$ cat src/design/mci_pkg.sv
// shared types and constants for the motor command interpreter
package mci_pkg;

    // command characters
    localparam logic [7:0] CMD_STOP     = 8'h73; // s
    localparam logic [7:0] CMD_FORWARD  = 8'h75; // u
    localparam logic [7:0] CMD_BACKWARD = 8'h64; // d
    localparam logic [7:0] CMD_LEFT     = 8'h6c; // l
    localparam logic [7:0] CMD_RIGHT    = 8'h72; // r
    localparam logic [7:0] CMD_STRAIGHT = 8'h66; // f
    localparam logic [7:0] CMD_FASTER   = 8'h68; // h
    localparam logic [7:0] CMD_SLOWER   = 8'h6a; // j
    localparam logic [7:0] CMD_STEER_DN = 8'h63; // c
    localparam logic [7:0] CMD_STEER_UP = 8'h76; // v

    // configuration register indexes
    localparam int CfgIdxW = 3;
    localparam logic [CfgIdxW-1:0] CFG_STEP_SIZE    = 3'd0;
    localparam logic [CfgIdxW-1:0] CFG_DRIVE_DUTY   = 3'd1;
    localparam logic [CfgIdxW-1:0] CFG_LEFT_ANGLE   = 3'd2;
    localparam logic [CfgIdxW-1:0] CFG_RIGHT_ANGLE  = 3'd3;
    localparam logic [CfgIdxW-1:0] CFG_CENTER_ANGLE = 3'd4;

    // configuration reset values
    localparam logic [7:0] RST_STEP_SIZE    = 8'd10;
    localparam logic [7:0] RST_DRIVE_DUTY   = 8'd127;
    localparam logic [7:0] RST_LEFT_ANGLE   = 8'd63;
    localparam logic [7:0] RST_RIGHT_ANGLE  = 8'd190;
    localparam logic [7:0] RST_CENTER_ANGLE = 8'd128;

    // speed values forced by stop, forward and backward, the remote neutral speed and the duty ceiling
    localparam logic [8:0] SPEED_STOP     = 9'd127;
    localparam logic [8:0] SPEED_FORWARD  = 9'd255;
    localparam logic [8:0] SPEED_BACKWARD = 9'd0;
    localparam logic [8:0] SPEED_NEUTRAL  = 9'd255;
    localparam logic [7:0] DUTY_MAX       = 8'd255;

    // result status codes
    typedef enum logic [1:0] {
        ST_APPLIED = 2'd0,
        ST_UNKNOWN = 2'd1,
        ST_IGNORED = 2'd2
    } t_status;

    // item kinds
    localparam logic KIND_COMMAND = 1'b0;
    localparam logic KIND_REMOTE  = 1'b1;

endpackage

$ cat src/design/motor_command_interpreter.sv
// motor command interpreter: commands and remote samples to bridge and steering duties
// a request is latched in the input register; once it can advance, its result is
// registered in the result register and shown on o_out_valid
// throughput: one request per cycle while the result side is ready, set by the single
// state update between the input register and the result register; the input register
// can hold a new request while a result waits. synchronous active-low reset clears duties,
// speed, steering, mode, valids and reloads the configuration registers with their defaults
module motor_command_interpreter (
    input  logic                          i_clk,
    input  logic                          i_rst_n,
    // command and remote requests
    input  logic                          i_in_valid,
    output logic                          o_in_ready,
    input  logic                          i_kind,
    input  logic [7:0]                    i_command_byte,
    input  logic [11:0]                   i_speed_pot,
    input  logic [11:0]                   i_turn_pot,
    input  logic                          i_manual_switch,
    // results
    output logic                          o_out_valid,
    input  logic                          i_out_ready,
    output logic [7:0]                    o_duty_a,
    output logic [7:0]                    o_duty_b,
    output logic [7:0]                    o_duty_c,
    output logic [7:0]                    o_duty_d,
    output logic [7:0]                    o_steer_duty,
    output logic [1:0]                    o_status,
    // configuration writes
    input  logic                          i_cfg_valid,
    output logic                          o_cfg_ready,
    input  logic [mci_pkg::CfgIdxW-1:0]   i_cfg_index,
    input  logic [7:0]                    i_cfg_data
);

    // configuration registers
    logic [7:0] r_step_size, r_drive_duty, r_left_angle, r_right_angle, r_center_angle;

    // input stage
    logic        r_in_valid;
    logic        r_kind;
    logic [7:0]  r_cmd;
    logic [11:0] r_spot;
    logic [11:0] r_tpot;
    logic        r_sw;

    // block state
    logic [7:0] r_a, r_b, r_c, r_d;
    logic [7:0] r_steer;
    logic [8:0] r_speed;
    logic       r_manual;

    // output stage
    logic             r_out_valid;
    logic [7:0]       r_oa, r_ob, r_oc, r_od, r_osteer;
    mci_pkg::t_status r_ostatus;

    // next values
    logic [7:0]       n_a, n_b, n_c, n_d, n_steer;
    logic [8:0]       n_speed;
    logic             n_manual;
    mci_pkg::t_status n_status;

    logic       advance;
    logic [9:0] speed_sum;
    logic [8:0] speed_up, speed_dn, speed_cmd, speed_rem;
    logic [8:0] steer_sum;
    logic [7:0] steer_up, steer_dn, drive_level;

    // handshakes
    assign o_cfg_ready = 1'b1;
    assign advance     = r_in_valid && (!r_out_valid || i_out_ready);
    assign o_in_ready  = !r_in_valid || advance;

    // configuration write
    always_ff @(posedge i_clk) begin
        if (!i_rst_n) begin
            r_step_size    <= mci_pkg::RST_STEP_SIZE;
            r_drive_duty   <= mci_pkg::RST_DRIVE_DUTY;
            r_left_angle   <= mci_pkg::RST_LEFT_ANGLE;
            r_right_angle  <= mci_pkg::RST_RIGHT_ANGLE;
            r_center_angle <= mci_pkg::RST_CENTER_ANGLE;
        end else if (i_cfg_valid) begin
            unique case (i_cfg_index)
                mci_pkg::CFG_STEP_SIZE:    r_step_size    <= i_cfg_data;
                mci_pkg::CFG_DRIVE_DUTY:   r_drive_duty   <= i_cfg_data;
                mci_pkg::CFG_LEFT_ANGLE:   r_left_angle   <= i_cfg_data;
                mci_pkg::CFG_RIGHT_ANGLE:  r_right_angle  <= i_cfg_data;
                mci_pkg::CFG_CENTER_ANGLE: r_center_angle <= i_cfg_data;
                default: ;
            endcase
        end
    end

    // input register
    always_ff @(posedge i_clk) begin
        if (!i_rst_n) begin
            r_in_valid <= 1'b0;
        end else if (o_in_ready) begin
            r_in_valid <= i_in_valid;
        end
    end

    always_ff @(posedge i_clk) begin
        if (i_in_valid && o_in_ready) begin
            r_kind <= i_kind;
            r_cmd  <= i_command_byte;
            r_spot <= i_speed_pot;
            r_tpot <= i_turn_pot;
            r_sw   <= i_manual_switch;
        end
    end

    // saturating speed and steering steps
    assign speed_sum = {1'b0, r_speed} + {2'b00, r_step_size};
    assign speed_up  = (speed_sum > 10'd255) ? 9'd255 : speed_sum[8:0];
    assign speed_dn  = (r_speed > {1'b0, r_step_size}) ? (r_speed - {1'b0, r_step_size})
                                                       : 9'd0;
    assign steer_sum = {1'b0, r_steer} + {1'b0, r_step_size};
    assign steer_up  = steer_sum[8] ? mci_pkg::DUTY_MAX : steer_sum[7:0];
    assign steer_dn  = (r_steer > r_step_size) ? (r_steer - r_step_size) : 8'd0;

    // speed after a nudge, and its duty clipped to the bridge range
    assign speed_cmd   = (r_cmd == mci_pkg::CMD_FASTER) ? speed_up : speed_dn;
    assign drive_level = speed_cmd[8] ? mci_pkg::DUTY_MAX : speed_cmd[7:0];

    // remote speed pot scaled to 0..511
    assign speed_rem = r_spot[11:3];

    // state update for the latched request
    always_comb begin
        n_a      = r_a;
        n_b      = r_b;
        n_c      = r_c;
        n_d      = r_d;
        n_steer  = r_steer;
        n_speed  = r_speed;
        n_manual = r_manual;
        n_status = mci_pkg::ST_APPLIED;
        if (r_kind == mci_pkg::KIND_REMOTE) begin
            n_manual = r_sw;
            if (r_sw) begin
                n_speed = speed_rem;
                n_steer = r_tpot[11:4];
                if (speed_rem == mci_pkg::SPEED_NEUTRAL) begin
                    n_a = 8'd0; n_b = 8'd0; n_c = 8'd0; n_d = 8'd0;
                end else if (speed_rem[8]) begin
                    n_a = speed_rem[7:0]; n_b = 8'd0; n_c = 8'd0; n_d = speed_rem[7:0];
                end else begin
                    n_a = 8'd0; n_b = ~speed_rem[7:0]; n_c = ~speed_rem[7:0]; n_d = 8'd0;
                end
            end
        end else if (r_manual) begin
            n_status = mci_pkg::ST_IGNORED;
        end else begin
            unique case (r_cmd)
                mci_pkg::CMD_STOP: begin
                    n_a = 8'd0; n_b = 8'd0; n_c = 8'd0; n_d = 8'd0;
                    n_speed = mci_pkg::SPEED_STOP;
                end
                mci_pkg::CMD_FORWARD: begin
                    n_a = r_drive_duty; n_b = 8'd0; n_c = 8'd0; n_d = r_drive_duty;
                    n_speed = mci_pkg::SPEED_FORWARD;
                end
                mci_pkg::CMD_BACKWARD: begin
                    n_a = 8'd0; n_b = r_drive_duty; n_c = r_drive_duty; n_d = 8'd0;
                    n_speed = mci_pkg::SPEED_BACKWARD;
                end
                mci_pkg::CMD_LEFT:     n_steer = r_left_angle;
                mci_pkg::CMD_RIGHT:    n_steer = r_right_angle;
                mci_pkg::CMD_STRAIGHT: n_steer = r_center_angle;
                mci_pkg::CMD_FASTER, mci_pkg::CMD_SLOWER: begin
                    n_speed = speed_cmd;
                    // direction follows the duties of switches one and two
                    if (r_a == 8'd0 && r_b == 8'd0) begin
                        n_a = 8'd0; n_b = 8'd0; n_c = 8'd0; n_d = 8'd0;
                    end else if (r_a == 8'd0) begin
                        n_b = drive_level; n_c = drive_level;
                    end else begin
                        n_a = drive_level; n_d = drive_level;
                    end
                end
                mci_pkg::CMD_STEER_DN: n_steer = steer_dn;
                mci_pkg::CMD_STEER_UP: n_steer = steer_up;
                default:               n_status = mci_pkg::ST_UNKNOWN;
            endcase
        end
    end

    // block state
    always_ff @(posedge i_clk) begin
        if (!i_rst_n) begin
            r_a      <= 8'd0;
            r_b      <= 8'd0;
            r_c      <= 8'd0;
            r_d      <= 8'd0;
            r_steer  <= 8'd0;
            r_speed  <= 9'd0;
            r_manual <= 1'b0;
        end else if (advance) begin
            r_a      <= n_a;
            r_b      <= n_b;
            r_c      <= n_c;
            r_d      <= n_d;
            r_steer  <= n_steer;
            r_speed  <= n_speed;
            r_manual <= n_manual;
        end
    end

    // result register
    always_ff @(posedge i_clk) begin
        if (!i_rst_n) begin
            r_out_valid <= 1'b0;
        end else if (advance) begin
            r_out_valid <= 1'b1;
        end else if (i_out_ready) begin
            r_out_valid <= 1'b0;
        end
    end

    always_ff @(posedge i_clk) begin
        if (advance) begin
            r_oa      <= n_a;
            r_ob      <= n_b;
            r_oc      <= n_c;
            r_od      <= n_d;
            r_osteer  <= n_steer;
            r_ostatus <= n_status;
        end
    end

    assign o_out_valid  = r_out_valid;
    assign o_duty_a     = r_oa;
    assign o_duty_b     = r_ob;
    assign o_duty_c     = r_oc;
    assign o_duty_d     = r_od;
    assign o_steer_duty = r_osteer;
    assign o_status     = r_ostatus;

    // bridge never drives both high sides at once
    a_no_shoot_through: assert property (@(posedge i_clk) disable iff (!i_rst_n)
        !(r_a != 8'd0 && r_b != 8'd0))
        else $error("bridge switches one and two both driven");

    // diagonal switches always carry the same duty
    a_diagonal_pairs: assert property (@(posedge i_clk) disable iff (!i_rst_n)
        (r_a == r_d) && (r_b == r_c))
        else $error("diagonal bridge duties differ");

    // a latched request that cannot move on stays in the input register
    a_input_held: assert property (@(posedge i_clk) disable iff (!i_rst_n)
        (r_in_valid && !advance) |=> r_in_valid)
        else $error("latched request lost while the result was stalled");

    // an ignored command reports ignored and leaves the bridge state as it was
    a_ignored_keeps: assert property (@(posedge i_clk) disable iff (!i_rst_n)
        (advance && r_kind == mci_pkg::KIND_COMMAND && r_manual)
        |=> (r_ostatus == mci_pkg::ST_IGNORED && $stable(r_a) && $stable(r_b)))
        else $error("command in manual mode changed the bridge");

endmodule

$ cat config.mk
export PLATFORM = sky130hd
export DESIGN_NAME = motor_command_interpreter
export DESIGN_NICKNAME = d
export VERILOG_FILES = /design/src/design/mci_pkg.sv /design/src/design/motor_command_interpreter.sv
export SDC_FILE = /design/constraint.sdc
export NUM_CORES = 1
export LEC_CHECK = 0
export ABC_AREA = 1
export BUFFER_PORTS_ARGS = -buffer_cell sky130_fd_sc_hd__buf_2
export CAP_MARGIN = 20
export CORE_MARGIN = 4
export CORE_UTILIZATION = 50
export DETAILED_ROUTE_END_ITERATION = 12
export PLACE_DENSITY = 0.71
export SYNTH_ARGS = -nofsm -noshare
export SYNTH_HDL_FRONTEND = slang
export SYNTH_SLANG_ARGS = --single-unit
export TNS_END_PERCENT = 50
$ cat constraint.sdc
create_clock -name i_clk -period 2.8 [get_ports i_clk]
set_input_delay 0.42 -clock i_clk [delete_from_list [all_inputs] [get_ports i_clk]]
set_output_delay 0.42 -clock i_clk [all_outputs]
set_load 0.05 [all_outputs]
==> results of run 1 <==
[layer usage]
| metal | GRT usage (%) | vias to the layer above | share of wire (%) |
|---|---|---|---|
| li1 | - | 4672 | - |
| met1 | 36.9 | 4305 | 45 |
| met2 | 38.9 | 405 | 44 |
| met3 | 4.51 | 46 | 8.8 |
| met4 | 6.97 | 0 | 2.0 |
| met5 | 0 | - | 0 |
[cell families (layout without fill, tap and decap cells)]
logic type / count (synthesis) / count (layout) / synth area share (%)
compound gates: 264 / 264 / 14.7
xor+xnor: 10 / 10 / 0.892
fa+ha+maj: 36 / 36 / 4.89
buf+inv: 243 / 344 / 9.99
flops: 161 / 161 / 39.9
other cells: 1 / 1 / 0.0382
simple gates: 657 / 657 / 29.6
[cells in the mapped netlist (3+ instances only)]
master	number
clkinv_1	4
a31oi_1	3
o21ai_0	44
nor2_1	107
nor3_1	8
o211ai_1	16
buf_2	13
dfxtp_1	92
o21ai_1	15
a22oi_1	8
o21bai_1	3
nand3_2	7
buf_4	4
a21oi_1	164
fa_1	4
clkbuf_1	29
buf_6	5
xor2_1	9
nor2_4	6
nand2_1	371
edfxtp_1	69
inv_1	177
nand4_1	19
nor4_1	6
nand2_2	5
inv_2	9
ha_1	32
nand3_1	112
[what timing repair did]
item                       in CTS  in global routing
hold endpoints to repair        0                  0
resized for setup               0                 16
setup endpoints to repair       0                 70
buffers inserted                0                  2
[cell type report]
class                           count  area, um2  area share [%]
Tap cell                          260        325            2.90
Timing Repair Buffer              122        726            6.48
Clock buffer                       21        460            4.11
Inverter                          190        713            6.36
Sequential cell                   161       3910            34.9
Multi-Input combinational cell    968       4960            44.3
Clock inverter                     11        105           0.938
[metrics by stage]
stage | cell area, um2 | std cells
4_1_cts | 11100 | 1731
5_1_grt | 11200 | 1733
2_1_floorplan | 9820 | 1372
6_report | 11200 | 1733
3_3_place_gp | 10600 | 1699
3_5_place_dp | 10600 | 1699
[worst reg2reg max path, stage by stage, from the launching register on]
cell	delay, ps
dfxtp_1	370
inv_1	100
ha_2	380
inv_2	80
nand2_1	70
nand2_1	70
clkinv_1	80
nand2_1	50
nand2_1	50
nand2_1	80
nor2_4	200
nand4_1	200
nand2_2	170
nand3_1	140
nand2_1	90
nand2_1	50
nand2_1	80
nand2_1	50
[where the power goes]
| group | switching [W] | internal [W] | total, W |
|---|---|---|---|
| combinational | 0.000833 | 0.000362 | 0.00120 |
| sequential | 0.0000769 | 0.00259 | 0.00267 |
| clock | 0.000969 | 0.00128 | 0.00225 |
| total | 0.00188 | 0.00423 | 0.00611 |
[worst paths after layout]
path,cells past startpoint,from,endpoint,slack (ps)
worst max-delay path,17,r_step_size[4],o_duty_c[6],230
worst max register to register,17,r_step_size[4],o_duty_c[6],230
worst min-delay path,1,i_turn_pot[8],r_tpot[8],160
worst min register to register,2,r_right_angle[6],r_right_angle[6],450
==> flow_summary.ini, run 1 <==
[status]
run_status = finished clean

[finish]
final_common_cell = nand2_1
drive_above_1_share_pct = 14.5
post-route-util_pct = 58.9
area_growth_pct = 14.2
reg_top3 = r_speed: 9 flops, r_spot: 9 flops
antenna_cells = 0
mostFrequentLayoutCells = nand2_1, inv_1, a21oi_1
fin_nets = 1546
n_fill_cell = 1820

[job]
cap_violations = 0

[critical_path]
path_cells = inv_1 > ha_2 > inv_2 > nand2_1 > nand2_1 > clkinv_1 > nand2_1 > nand2_1 > nand2_1 > nor2_4 > nand4_1 > nand2_2 > nand3_1 > nand2_1 > nand2_1 > nand2_1 > nand2_1
cp_top_family = simple AND/OR/NAND/NOR gates
critPathMaxStageDelay_ps = 380
cp_slowest_cell = ha_2
worst_ep_required_time_ps = 2980
cp.arrival_ps = 2750
start_kind = flip-flop
path_class = flip-flop to flip-flop
crit_path_max_fanout = 7
crit_top_cell = nand2_1
endpoint_kind = flip-flop
critPathBufInv = 3

[logic_synthesis]
synthDistinctLibCells = 49
async_flop_share_pct = 0
ys_warn_count = 0
netlist_area_um2 = 9820
synth_edf_count = 69
netlist.area_leader.share_pct = 21.1
syn_avg_cell_area_um2 = 7.15
synth_flop_cell = dfxtp_1
synth_nets = 1458
synthTopCellsByArea = edfxtp_1, dfxtp_1, nand2_1, a21oi_1, inv_1
syn_inst = 1372
ys_seq_elements = 161
ys_seq_area_share_pct = 39.9
synth_top_area_cell = edfxtp_1

[detailed_routing]
wl_um = 27800
wl_per_cell_um = 16.0
drt-initial-drc-count = 921
drc = 0
first_pass_iters = 6
postRouteAntennaNets = 0
via_per_inst = 5.44
num_vias = 9428

[placed_design]
portBuffers = 86
gp_congestion = 0.959
place_ws_ps = 152
hpwl_um = 20100

[sta]
rsz0062_at_grt = false
hold_viol = 0
slew_violations = 0
fin_crit_ps = 2570
relSlewSlack_pct = 35.8
fin_ws_ps = 231
tightest_slew_ps = 964
setup_viol = 0
finalCritPeriodShare_pct = 91.8
timing.hold.ws_ps = 161
fmax_mhz = 389
fin_tns_setup_ps = 0
finClkSkew_ps = 9.74

[cts]
cts_root_buf = clkbuf_16
insertion_delay_ps = 430
post_cts_hold_buffer_count = 0
cts_max_level = 4
numClockSinks = 161
cts_buffer_depth = 2
clk_pin_slew_ps = 70
cts_tree = built
cts_made_buffers = 17

[floorplanning]
die_height_um = 148
ios = 95
initial_core_util_pct = 51.6
rows = 50
core_area_um2 = 19000
die-area_um2 = 21900
fp.dieW_um = 148

[grt]
grt-ovfl-total = 0
grt_first_pass_wirelength_um = 44700
track_usage_pct = 25.3
grt_max_degree = 67
grt_pass1_vias = 8681
antenna_found_initial = 0

[pwr]
total_power_w = 0.00611
leakagePower_nw = 5.38
irDropWorstVdd_mv = 0.419
powerDensity_nw_per_um2 = 546

[worst_hold_path]
hold_path_class = input port to flip-flop
Note: power is estimated with default switching activity, not from simulation.
==> run 2: changes to the inputs <==
Settings changed: PLACE_DENSITY 0.71 to 0.74.
Clock period 2.8 ns to 2.2 ns, I/O delays scaled along.
==> flow_summary.ini, run 2 (synthesis gave the netlist of run 1 again) <==
[finish]
reg_top3 = r_speed: 9 flops, r_spot: 9 flops
fin_nets = 1652
drive_above_1_share_pct = 29.3
mostFrequentLayoutCells = nand2_1, inv_1, a21oi_1
n_fill_cell = 1593
antenna_cells = 0
area_growth_pct = 29.7
final_common_cell = nand2_1
layoutNonFillerInstCount = 1839
multi_input_area_um2 = 5570
regArea_um2 = 3940

[status]
failed_checks = setup timing
run_status = finished, violations left

[floorplanning]
initial_core_util_pct = 51.6
die-area_um2 = 21900
fp.dieW_um = 148
ios = 95
die_height_um = 148
core_area_um2 = 19000
rows = 50

[critical_path]
start_kind = flip-flop
reg2reg_from = r_step_size[0]
path_class = flip-flop to flip-flop
cp.arrival_ps = 2570
worst-r2r-cell-count = 14
endpoint_kind = flip-flop
regToRegSetupSlack_ps = -170
worst_ep_required_time_ps = 2400
rr_endpoint = o_duty_c[1]
crit_path_max_fanout = 7

[sta]
finClkSkew_ps = 14.8
tightest_slew_ps = 655
fin_ws_ps = -170
relSlewSlack_pct = 55.9
rsz0062_at_grt = true
fin_tns_setup_ps = -5650
setup_viol = 81
finalCritPeriodShare_pct = 108
slew_violations = 0
fin_crit_ps = 2370
fmax_mhz = 422
hold_viol = 0

[placed_design]
hpwl_um = 21400
gp_congestion = 0.888
portBuffers = 86
placedCellCount = 1796

[cts]
clk_pin_slew_ps = 70
post_cts_hold_buffer_count = 0
cts_root_buf = clkbuf_16
numClockSinks = 161
cts_tree = built
cts_made_buffers = 17
cts_buffer_depth = 2
cts_max_level = 4
insertion_delay_ps = 440

[worst_hold_path]
hold_path_class = input port to flip-flop
hold_path_depth = 1
hold_start = i_speed_pot[7]
min_to = r_spot[7]

[detailed_routing]
route.met3.wl_um = 2670
dr_wl_met2_um = 13400
met1_length_um = 13000
drc = 0
routed.top_layer = met4
first_pass_iters = 6
wl_per_cell_um = 16.3
via_per_inst = 5.49
wl_um = 30000
drt-initial-drc-count = 1071
num_vias = 10100
postRouteAntennaNets = 0

[grt]
track_usage_pct = 26.7
grt_first_pass_wirelength_um = 47000
antenna_found_initial = 0
grt-ovfl-total = 0
grt_pass1_vias = 9257
grt_max_degree = 65

[pwr]
irDropWorstVdd_mv = 0.521
leakagePower_nw = 6.02
powerDensity_nw_per_um2 = 651

[job]
cap_violations = 0
## run 2: worst max-delay path by stage
stage	startpoint	endpoint	slack (ps)	cells past startpoint
2_1_floorplan	r_step_size[1]	o_steer_duty[6]	-20	13
3_3_place_gp	r_step_size[0]	o_steer_duty[7]	-310	16
3_5_place_dp	r_step_size[0]	o_steer_duty[7]	-330	16
4_1_cts	r_step_size[0]	o_steer_duty[7]	-170	16
5_1_grt	r_step_size[7]	r_a[7]	-300	18
6_report	r_step_size[0]	o_duty_c[1]	-170	14
## run 2: repair_timing
item	in CTS	in global routing
pin swaps	22	60
endpoints found under the setup margin	84	89
gates cloned	1	0
resized for setup	64	137
setup buffers	5	7
## run 2: layout make-up
| class | count | area share, % |
|---|---|---|
| clock buffers | 17 | 3.34 |
| clock inverters | 15 | 1.28 |
| inverters | 190 | 5.68 |
| multi-input cells | 969 | 43.8 |
| flip-flops and latches | 161 | 30.9 |
| well taps | 260 | 2.55 |
| repair buffers | 227 | 12.4 |
## run 2: report_power, final
part	internal [W]	total, W	leakage [nW]	switching, W
Clock	0.00153	0.00298	0.293	0.00145
Sequential	0.00330	0.00340	1.43	0.000106
Combinational	0.000690	0.00192	4.30	0.00123
Total	0.00552	0.00830	6.02	0.00278
## run 2: metrics by stage
stage                     hold slack (ps)  area (um2)  util, %  total power, W  setup WS [ps]
after global routing                 44.7       12700     67.0         0.00865           -301
final                                59.5       12700     67.0         0.00830           -170
after global placement                437       11300     59.6         0.00504           -308
after CTS                            54.7       12200     64.3         0.00812           -166
after floorplan                       425        9820        -         0.00453          -16.0
after detailed placement              445       11300     59.6         0.00508           -328
## run 2: per-layer routing
metal / global-route usage [%] / up-vias
met5: 0 / -
li1: - / 4894
met3: 4.57 / 71
met1: 38.0 / 4630
met2: 41.1 / 494
met4: 9.42 / 0
## run 2: worst max-delay path: stages, from the launching register on
cell     delay [ps]
dfxtp_4         380
ha_4            170
fa_2            350
nand2_1          90
nand2_2          70
nand3_2         100
nand3_2         100
nand2_4         130
nand4_1         170
nand2_2         180
nand3_4         110
nand2_2          90
nand2_2          60
nand2_2          70
nand2_1          60
